File: src/hdl/iftd_pkg.sv
// Shared types and constants of the IIR filter.
package iftd_pkg;

  localparam int SAMPLE_W = 16;
  localparam int COEF_W   = 18;
  localparam int ZW       = 40;                // delay register width
  localparam int PW       = COEF_W + SAMPLE_W; // product width
  localparam int AW       = ZW + 1;            // output accumulator width
  localparam int UW       = ZW + 2;            // delay update sum width
  localparam int IDX_W    = 3;

  localparam logic signed [COEF_W-1:0] COEF_B0_RESET = 18'sd16384;

  // configuration register indexes
  localparam logic [IDX_W-1:0] REG_B0 = 3'd0;
  localparam logic [IDX_W-1:0] REG_B1 = 3'd1;
  localparam logic [IDX_W-1:0] REG_B2 = 3'd2;
  localparam logic [IDX_W-1:0] REG_B3 = 3'd3;
  localparam logic [IDX_W-1:0] REG_A1 = 3'd4;
  localparam logic [IDX_W-1:0] REG_A2 = 3'd5;
  localparam logic [IDX_W-1:0] REG_A3 = 3'd6;

  // controller to datapath commands
  typedef struct packed {
    logic load;     // capture input sample, clear delays on start flag
    logic mul_x;    // b[k] * x
    logic round;    // y = round(b0*x + z0), saturate
    logic mul_y;    // a[k] * y
    logic update;   // delay update, load output register
  } iftd_cmd_t;

endpackage

File: src/hdl/iftd_ctrl.sv
// Sequencer of the IIR filter: handshakes and step commands.
module iftd_ctrl import iftd_pkg::*; (
  input  logic      clk,
  input  logic      rst,
  input  logic      s_tvalid,
  output logic      s_tready,
  output logic      m_tvalid,
  input  logic      m_tready,
  output iftd_cmd_t cmd
);

  typedef enum logic [4:0] {
    ST_IDLE  = 5'b00001,
    ST_MULX  = 5'b00010,
    ST_ROUND = 5'b00100,
    ST_MULY  = 5'b01000,
    ST_UPD   = 5'b10000
  } state_t;

  state_t state, state_next;
  logic   out_free, upd_go, accept;

  assign out_free = !m_tvalid || m_tready;
  assign upd_go   = (state == ST_UPD) && out_free;
  assign s_tready = (state == ST_IDLE) || upd_go;
  assign accept   = s_tvalid && s_tready;

  always_comb begin
    state_next = state;
    case (state)
      ST_IDLE:  if (accept) state_next = ST_MULX;
      ST_MULX:  state_next = ST_ROUND;
      ST_ROUND: state_next = ST_MULY;
      ST_MULY:  state_next = ST_UPD;
      ST_UPD: begin
        if (upd_go) state_next = accept ? ST_MULX : ST_IDLE;
      end
      default:  state_next = ST_IDLE;
    endcase
  end

  always_ff @(posedge clk) begin
    if (rst) begin
      state    <= ST_IDLE;
      m_tvalid <= 1'b0;
    end else begin
      state <= state_next;
      if (upd_go)        m_tvalid <= 1'b1;
      else if (m_tready) m_tvalid <= 1'b0;
    end
  end

  always_comb begin
    cmd.load   = accept;
    cmd.mul_x  = (state == ST_MULX);
    cmd.round  = (state == ST_ROUND);
    cmd.mul_y  = (state == ST_MULY);
    cmd.update = upd_go;
  end

endmodule

File: config.mk
export PLATFORM = sky130hd
export DESIGN_NAME = iftd_ctrl
export DESIGN_NICKNAME = d
export VERILOG_FILES = /design/src/hdl/iftd_pkg.sv /design/src/hdl/iftd_ctrl.sv
export SDC_FILE = /design/constraint.sdc
export NUM_CORES = 1
export LEC_CHECK = 0
export ABC_AREA = 1
export BUFFER_PORTS_ARGS = -buffer_cell sky130_fd_sc_hd__buf_4
export CAP_MARGIN = 25
export CORE_AREA = 8 8 45 47
export DETAILED_ROUTE_END_ITERATION = 8
export DIE_AREA = 0 0 53 55
export SYNTH_ARGS = -nofsm -noshare
export SYNTH_HDL_FRONTEND = slang
export SYNTH_SLANG_ARGS = --single-unit
export TNS_END_PERCENT = 10
File: constraint.sdc
create_clock -name clk -period 3.7 [get_ports clk]
set_input_delay 0.74 -clock clk [delete_from_list [all_inputs] [get_ports clk]]
set_output_delay 0.74 -clock clk [all_outputs]
set_load 0.02 [all_outputs]
==> results of run 1 <==
## cells by family after synthesis
kind of cell / Yosys count / synth area share, %
simple gates: 34 / 46.1
compound gates: 4 / 8.78
flops: 6 / 30.1
buf+inv: 14 / 15.0
## state kept, by name, indices dropped and copies added (netlist names)
register and count:
state 5, m_tvalid 1
## metal layers
metal	GRT usage, %	vias to the layer above
met1	6.71	150
li1	-	195
met3	2.41	2
met5	0	-
met2	8.98	3
met4	6.47	0
## Yosys cell counts
library cell / instances
buf_4: 2
o21ai_2: 1
nor3_1: 2
nand3_4: 1
nand3_1: 1
nor2_4: 2
nand3_2: 1
a21oi_1: 2
dfxtp_1: 6
nand2_2: 2
inv_1: 10
inv_2: 2
nand4_1: 1
nor2_1: 8
nor2_2: 4
nand2_1: 12
o21ai_4: 1
## through the flow
| stage | total power, uW | worst slack [ns] | std cells | area, um^2 | utilization, % |
|---|---|---|---|---|---|
| 6_report | 211 | 1.59 | 85 | 502 | 36.3 |
| 3_5_place_dp | 154 | 1.58 | 82 | 479 | 34.6 |
| 4_1_cts | 217 | 1.58 | 85 | 502 | 36.3 |
| 3_3_place_gp | 153 | 1.59 | 82 | 479 | 34.6 |
| 5_1_grt | 227 | 1.52 | 85 | 502 | 36.3 |
| 2_1_floorplan | 136 | 1.69 | 58 | 399 | - |
## layout make-up
cell class	instances	area, um^2	area share [%]
clock buffer	3	22.5	4.49
inverter	12	45.0	8.98
multi-input combinational	38	219	43.6
sequential	6	120	23.9
tap	16	20.0	3.99
timing repair buffer	10	75.1	15.0
## worst max path at each step
stage	end	start	slack (ns)	cells after the start
after floorplan	cmd[4]	m_tready	1.69	5
after global placement	cmd[4]	m_tready	1.59	6
after detailed placement	cmd[4]	m_tready	1.58	6
after CTS	cmd[4]	m_tready	1.58	6
after global routing	cmd[4]	m_tready	1.52	6
final	cmd[4]	m_tready	1.59	6
## layout by cell type, fill, tap and decap left out
master    synthesis  routed
nor2_1            8       8
o21ai_4           1       1
clkbuf_4          0       3
inv_1            10      10
nand2_1          12      12
a21oi_1           2       2
nand3_2           1       1
nor3_1            2       2
nand3_1           1       1
buf_4             2      10
inv_2             2       2
dfxtp_1           6       6
nand2_2           2       2
nor2_2            4       4
nor2_4            2       2
nand3_4           1       1
o21ai_2           1       1
nand4_1           1       1
## critical path: cells and delay by family
| kind | cells | cell delay [ns] |
|---|---|---|
| buffers and inverters | 3 | 0.29 |
| and+or+nand+nor | 2 | 0.26 |
| AOI/OAI and AO/OA | 1 | 0.09 |
## where the power goes
group	switching, uW	internal, uW	leakage [uW]	total, uW
combinational	45.1	30.0	0.000184	75.2
sequential	6.44	70.1	0.0000490	76.5
clock	22.9	36.6	0.0000138	59.5
total	74.5	137	0.000246	211
==> metrics.md, run 1 <==
| Metric | Value |
|---|---|
| Reg2reg end | state[0]$_SDFFE_PP1P_ |
| Largest stage delay on the critical path | between 0.15 and 0.2 ns |
| Outcome | complete, no violations |
| Cell mode on critical path | buf_4 |
| Met1 Routed Length | around 320 um |
| Setup Fix Bufs, Post-CTS | 0 |
| Worst Hold Launch | state[1]$_SDFFE_PP0P_ |
| 1st-iter DRT viols | 2 |
| Root cell of the clock tree | clkbuf_4 |
| Cell Area, Synth | 399 um^2 |
| Slew HR | between 80% and 90% |
| Vias in the first global route | roughly 320 |
| Num ports | 11 |
| Setup TNS | 0 ns |
| Starting Density | 28.8% |
| WP data arrival | between 1 and 1.5 ns |
| Average size of a mapped cell | between 6 and 7 um^2 |
| Hpwl dp | a little under 700 um |
| CTS buffer count | 3 |
| Pre-antenna DRT Iters | 4 |
| PwrDens | about 420 nW/um^2 |
| Fin Hold WS | about 0.54 ns |
| CTS clk-pin slew, worst paths | about 0.050 ns |
| Mapped Cells | between 50 and 60 |
| DR vias/cell | slightly above 4 |
| Crit path cell chain | buf_4 > nor2_2 > o21ai_4 > nand2_2 > inv_1 > buf_4 |
| Synth cell types | 17 |
| Warnings from Yosys | 0 |
| Max FO, Critical Path | 3 |
| Total GRT Usage | under 10% |
| Maximum vdd drop | ~0.00013 V |
| Longest Clk Path Bufs | 2 |
| Syn Nets | between 60 and 70 |
| Number of port buffers | 10 |
| F_max | approximately 0.47 GHz |
| Hold Crit Endpoint | state[2]$_SDFFE_PP0P_ |
| Total gr overflow | 0 |
| Crit path max-delay cell type | nor2_2 |
| Routability congestion estimate | ~0.79 |
| R2R depth | 6 |
| Post-cts resize count | 0 |
| CTS Hold Bufs | 0 |
| # nets final | between 70 and 80 |
| Initial antenna violation count | 0 |
| Worst Tran Pin Value | around 0.21 ns |
| Die span in x | approximately 53 um |
| Number of routed nets with antenna violations | 0 |
| Vias | 350 |
| Die area | 2920 um^2 |
| Core Region | between 1000 and 1500 um^2 |
| First-pass GRT wire length | 1.26 mm |
| RSZ-0062 raised after global routing | no |
| Largest net degree at the start of global routing | 7 |
| Hold Path Stages | 2 |
| CP Class | primary input to output port |
| Leakage | around 0.00025 uW |
| # rows | 14 |
| Filler cells | about 140 |
| Met3 wire length | between 40 and 50 um |
| Setup-failing EPs final | 0 |
| CTS tree | yes |
| Max Clock Skew | 0.00421 ns |
| R2r setup slk | 2.58 ns |
| Synth-to-layout area growth | 25.7% |
| Fraction of layout cells with a size suffix above 1 | a little under 40% |
| Setup crit start kind | primary input |
| Top cell type's share of synthesized area | 30.1% |
| Max Cap Violations | 0 |
| Fin crit period | 2.11 ns |
| Die Y | about 55 um |
| H-Tree Depth | 1 |
| Seq cells post-synth | 6 |
| Largest cells by area after synthesis | dfxtp_1 30%, nand2_1 11%, inv_1 9.4% |
| Sink Count | 6 |
| Total Wirelength | a little over 800 um |
| Slew Viols, Final | 0 |
| Routed WL per cell | roughly 9.5 um |
| Min-delay worst type | register to register |
| Seq/Total Area, Yosys | a little under a third |
| Leading area contributor after synthesis | dfxtp_1 |
| Final hold violation count | 0 |
| Max layer used | met4 |
| Clock Latency Late Sink | 0.24 ns |
| CP endpoint kind | output port |
| DRC | 0 |
| Met2 wire length | 427 um |
| Reg2reg start | state[2]$_SDFFE_PP0P_ |
| Diode count | 0 |
| Required @ worst endpoint | about 3.0 ns |
| Final worst-path cycle share | roughly 57% |
Power figures use the tool's default switching activity.
==> run 2, diff against run 1 <==
Clock period 3.7 ns to 2.06 ns, I/O delays scaled along.
==> run 2 against run 1 <==
Against the previous run: flip-flop and latch count is the same; wire length is 7.3% higher; cell area is the same; highest routed layer is now met3; die area is the same; non-clock buffer count stayed put; clock skew down 0.0016 ns.
==> metrics.md, run 2 (synthesis gave the netlist of run 1 again) <==
| Metric | Value |
|---|---|
| Maximum vdd drop | ~0.00025 V |
| CP Class | register to output port |
| Instance count on the critical path | 6 |
| Sw Share | 36.7% |
| Routability congestion estimate | 0.772 |
| Number of port buffers | 10 |
| GRT met3 Usage | 4.81% |
| DRC | 0 |
| Setup TNS | 0 ns |
| Core Region | ~1400 um^2 |
| CTS clk-pin slew, worst paths | ~0.050 ns |
| Starting Density | slightly below 30% |
| Routed WL per cell | 10.2 um |
| Die Y | 55 um |
| Number of routed nets with antenna violations | 0 |
| Outcome | complete, no violations |
| Most frequent cells in the layout | 12 x nand2_1, 10 x inv_1, 10 x buf_4 |
| WP data arrival | 1.33 ns |
| Met1 Use GR | 6.98% |
| Max Cap Violations | 0 |
| Non-Filler Instances | between 80 and 90 |
| RSZ-0062 raised after global routing | no |
| # nets final | 75 |
| Setup-failing EPs final | 0 |
| First-pass GRT wire length | 1.37 mm |
| Layout Utilization | roughly 36% |
| PwrDens | 774 nW/um^2 |
| Post-cts resize count | 0 |
| Crit path max-delay cell type | dfxtp_1 |
| Total Wirelength | 868 um |
| Total GRT Usage | under 10% |
| Initial antenna violation count | 0 |
| Pre-antenna DRT Iters | 5 |
| F_max | 0.573 GHz |
| Fraction of layout cells with a size suffix above 1 | roughly two fifths |
| Crit path from | state[2]$_SDFFE_PP0P_ |
| Largest register FFs | 5 |
| Max Clock Skew | ~0.0026 ns |
| DR vias/cell | about 4.3 |
| Sink Count | 6 |
| Diode count | 0 |
| Worst Tran Pin Value | just over 0.2 ns |
| Leakage | approximately 0.00025 uW |
| Max FO, Critical Path | 6 |
| H-Tree Depth | 1 |
| Net load switching power | approximately 140 uW |
| Hpwl dp | about 700 um |
| Total gr overflow | 0 |
| Fin crit period | approximately 1.7 ns |
| Synth-to-layout area growth | 25.7% |
| Clock Latency Late Sink | between 0.2 and 0.3 ns |
| Cell family with most CP delay | simple AND/OR/NAND/NOR gates |
| Largest stage delay on the critical path | roughly 0.34 ns |
| Longest Clk Path Bufs | 2 |
| Most common cell after layout, fill and taps aside | nand2_1 |
| GR Layer Usage met2 | roughly a tenth |
| Buf+Inv Stages, Crit Path | 2 |
| Final worst-path cycle share | 84.7% |
| Slew Viols, Final | 0 |
| Setup ws final | 0.315 ns |
| Slew HR | a little under 90% |
| Root cell of the clock tree | clkbuf_4 |
| CTS tree | yes |
| CTS buffer count | 3 |
| Register with the most flip-flops | state |
| Reg2reg start | state[2]$_SDFFE_PP0P_ |
| Clk network pwr share | between 20% and 30% |
| Fin Hold WS | 0.367 ns |
| # rows | 14 |
| Min-delay worst type | primary input to register |
| Final hold violation count | 0 |
| CP endpoint kind | output port |
| Vias | ~370 |
| Biggest regs | state: 5 flops, m_tvalid: 1 flops |
| Reg2reg end | state[0]$_SDFFE_PP1P_ |
| R2R depth | 6 |
| Setup crit start kind | register |
| Worst slack, placed | approximately 0.57 ns |
| Setup Fix Bufs, Post-CTS | 0 |
| Worst setup endpoint | cmd[4] |
| Num ports | 11 |
| Die span in x | 53 um |
| Reg power frac | a little over a third |
| Required @ worst endpoint | 1.65 ns |
| 1st-iter DRT viols | 4 |
| Inst Count DP | between 80 and 90 |
| Internal power | ~250 uW |
| Largest net degree at the start of global routing | 7 |
| Grt peak-use layer | met2 |
| Die area | 2920 um^2 |
| R2r setup slk | 0.92 ns |
| CTS Hold Bufs | 0 |
| Vias in the first global route | around 340 |
| Logic pwr share | about a third |
| Crit path cell chain | nor2_4 > nand3_4 > o21ai_4 > nand2_2 > inv_1 > buf_4 |
[run 2: cell counts in the layout (fill, tap and decap cells not counted)]
No cell type changed its count.
[run 2: how the worst min path moves through the flow]
stage | startpoint | endpoint | depth (start not counted) | slack, ns
3_5_place_dp | state[1]$_SDFFE_PP0P_ | state[2]$_SDFFE_PP0P_ | 2 | 0.53
3_3_place_gp | state[1]$_SDFFE_PP0P_ | state[2]$_SDFFE_PP0P_ | 2 | 0.53
6_report | rst | state[1]$_SDFFE_PP0P_ | 2 | 0.37
4_1_cts | rst | state[1]$_SDFFE_PP0P_ | 2 | 0.37
5_1_grt | rst | state[1]$_SDFFE_PP0P_ | 2 | 0.37
2_1_floorplan | rst | state[1]$_SDFFE_PP0P_ | 1 | 0.48
[run 2: area by class of cell]
cell class              instances  area, um^2
clock buffers                   3        22.5
fillers                       148         882
inverters                      12        45.0
multi-input cells              38         219
flip-flops and latches          6         120
well taps                      16        20.0
repair buffers                 10        75.1
[run 2: power by group through the flow]
stage	Combinational (uW)	Sequential, uW	Clock (uW)
after floorplan	106	139	0
after global placement	136	140	0
after detailed placement	137	140	0
after CTS	138	137	118
after global routing	153	138	121
final	137	137	114
[run 2: per-stage QoR]
stage,area [um^2],power [uW]
after floorplan,399,245
after global placement,479,276
after detailed placement,479,277
after CTS,502,393
after global routing,502,412
final,502,388
[run 2: routing by layer]
| metal | share of wire (%) | vias up |
|---|---|---|
| met5 | 0 | - |
| met1 | 40 | 164 |
| li1 | - | 195 |
| met2 | 52 | 7 |
| met4 | 0 | 0 |
| met3 | 7.9 | 0 |
==> run 3, diff against run 2 <==
Clock period 2.06 ns to 1.55 ns, I/O delays scaled along.
==> run 3 against run 2 <==
Against the previous run: the flow now finishes with violations (negative setup slack); sequential share of layout area fell by 3.0 points; combinational power rose by 79%; register-to-register slack got worse by 0.84 ns; cell area rose by 21%; first-iteration DRC count rose by 75%; flip-flop and latch count did not move; wire length rose by 18%; clock-buffer cell count did not move.
==> metrics.md, run 3 (synthesis gave the netlist of run 1 again) <==
| Metric | Value |
|---|---|
| Outcome | finished with violations |
| Failing checks | negative setup slack |
| Max Clock Skew | roughly 0.0031 ns |
| R2R depth | 9 |
| Fraction of layout cells with a size suffix above 1 | 56.3% |
| CP endpoint kind | output port |
| Longest Clk Path Bufs | 2 |
| First-pass GRT wire length | between 1.5 and 2 mm |
| DR vias/cell | about 4.2 |
| # rows | 14 |
| Slew Viols, Final | 0 |
| Vias | a little over 400 |
| Root cell of the clock tree | clkbuf_4 |
| Leakage | 0.000299 uW |
| Setup crit start kind | register |
| Most frequent cells in the layout | 18 x buf_4, 12 x nand2_1, 9 x inv_1 |
| Die area | 2920 um^2 |
| Largest stage delay on the critical path | roughly 0.35 ns |
| PwrDens | 953 nW/um^2 |
| R2r setup slk | 0.08 ns |
| Register with the most flip-flops | state |
| Largest register FFs | 5 |
| Setup-failing EPs final | 3 |
| Overall power | just under 600 uW |
| Num ports | 11 |
| WP data arrival | ~1.3 ns |
| Final worst-path cycle share | 104% |
| Total Wirelength | about 1.0 mm |
| Crit path cell chain | nor2_4 > nand3_4 > o21ai_4 > buf_4 > buf_4 |
| CP Class | register to output port |
| Vias in the first global route | 396 |
| Total gr overflow | 0 |
| Area of the multi-input gates | 224 um^2 |
| Slew HR | 83.5% |
| Cell mode on critical path | buf_4 |
| Sink Count | 6 |
| Layout Utilization | a little over two fifths |
| Hold Path Stages | 2 |
| Filler cells | 145 |
| Clock Latency Late Sink | approximately 0.25 ns |
| CTS buffer count | 3 |
| Final hold violation count | 0 |
| Starting Density | 28.8% |
| Max Cap Violations | 0 |
| Routability congestion estimate | 0.804 |
| Number of routed nets with antenna violations | 0 |
| Fin crit period | 1.61 ns |
| Initial antenna violation count | 0 |
| Maximum vdd drop | between 0.0003 and 0.0004 V |
| Core Region | about 1400 um^2 |
| Diode count | 0 |
| Setup ws final | -0.0588 ns |
| Max FO, Critical Path | 4 |
| F_max | 0.622 GHz |
| Total GRT Usage | just under 8% |
| Worst Hold Launch | rst |
| Crit path max-delay cell type | dfxtp_4 |
| DRC | 0 |
| 1st-iter DRT viols | 7 |
| Hpwl dp | approximately 700 um |
| Die Y | 55 um |
| Hold Crit Endpoint | state[1]$_SDFFE_PP0P_ |
| Pre-antenna DRT Iters | 4 |
| CTS clk-pin slew, worst paths | 0.05 ns |
| Largest net degree at the start of global routing | 6 |
| Min-delay worst type | primary input to register |
| Biggest regs | state: 5 flops, m_tvalid: 1 flops |
| Synth-to-layout area growth | 52.4% |
| CTS tree | yes |
| Routed WL per cell | 10.6 um |
| Worst Tran Pin Value | around 0.25 ns |
| Sequential standard cell area | ~130 um^2 |
| Reg2reg start | state[2]$_SDFFE_PP0P_ |
| Number of port buffers | 10 |
| Reg2reg end | state[1]$_SDFFE_PP0P_ |
| Required @ worst endpoint | 1.24 ns |
| # nets final | 86 |
| H-Tree Depth | 1 |
| Die span in x | between 50 and 60 um |
| RSZ-0062 raised after global routing | yes |
| CTS Hold Bufs | 0 |
| Most common cell after layout, fill and taps aside | buf_4 |
==> run 3: cell count changes in the layout (fill, tap and decap cells not counted), sizes merged <==
cell  before  now
buf       10   21
==> run 3: report_power, final <==
part,switching [uW],internal (uW)
logic,129,116
clock network,63.4,88.0
registers,15.9,168
total,208,372
==> run 3: how the worst max path moves through the flow <==
stage	depth (start not counted)	endpoint	from
after floorplan	6	cmd[4]	state[2]$_SDFFE_PP0P_
after global placement	6	cmd[4]	state[2]$_SDFFE_PP0P_
after detailed placement	6	cmd[4]	state[2]$_SDFFE_PP0P_
after CTS	6	cmd[4]	state[3]$_SDFFE_PP0P_
after global routing	5	s_tready	state[2]$_SDFFE_PP0P_
final	5	s_tready	state[2]$_SDFFE_PP0P_
==> run 3: layout make-up <==
type / instances / share of cell area [%]
Clock buffer: 3 / 3.70
Timing Repair Buffer: 21 / 27.8
Multi-Input combinational cell: 38 / 36.8
Tap cell: 16 / 3.29
Inverter: 12 / 7.41
Sequential cell: 6 / 21.0
==> run 3: layer usage <==
layer / track usage (%) / wire length, um / up-vias
li1: - / - / 216
met1: 5.95 / 352 / 183
met2: 15.8 / 587 / 6
met3: 5.08 / 69 / 2
met4: 2.59 / 11 / 0
met5: 0 / 0 / -
==> run 3: per-stage QoR <==
stage / hold slack [ns] / area (um^2) / worst slack [ns] / instances / setup TNS (ns)
floorplan: 0.377 / 399 / 0.132 / 58 / 0
detailed placement: 0.526 / 479 / 0.183 / 82 / 0
global placement: 0.524 / 479 / 0.199 / 82 / 0
CTS: 0.256 / 574 / -0.0308 / 94 / -0.0436
finish: 0.250 / 608 / -0.0588 / 96 / -0.102
global route: 0.245 / 608 / -0.120 / 96 / -0.330
==> run 3: repair_timing <==
item / 4_1_cts / 5_1_grt
pin swaps: 4 / 6
setup endpoints to repair: 2 / 5
setup buffers: 9 / 3
gates resized for setup: 3 / 8
cloned: 0 / 0
==> run 3: worst max-delay path: cells and delay by family (launching register included) <==
family / cells / cell delay [ns]
buffers and inverters: 2 / 0.26
AO/OA/AOI/OAI: 1 / 0.16
AND/OR/NAND/NOR: 2 / 0.28
flip-flops: 1 / 0.35
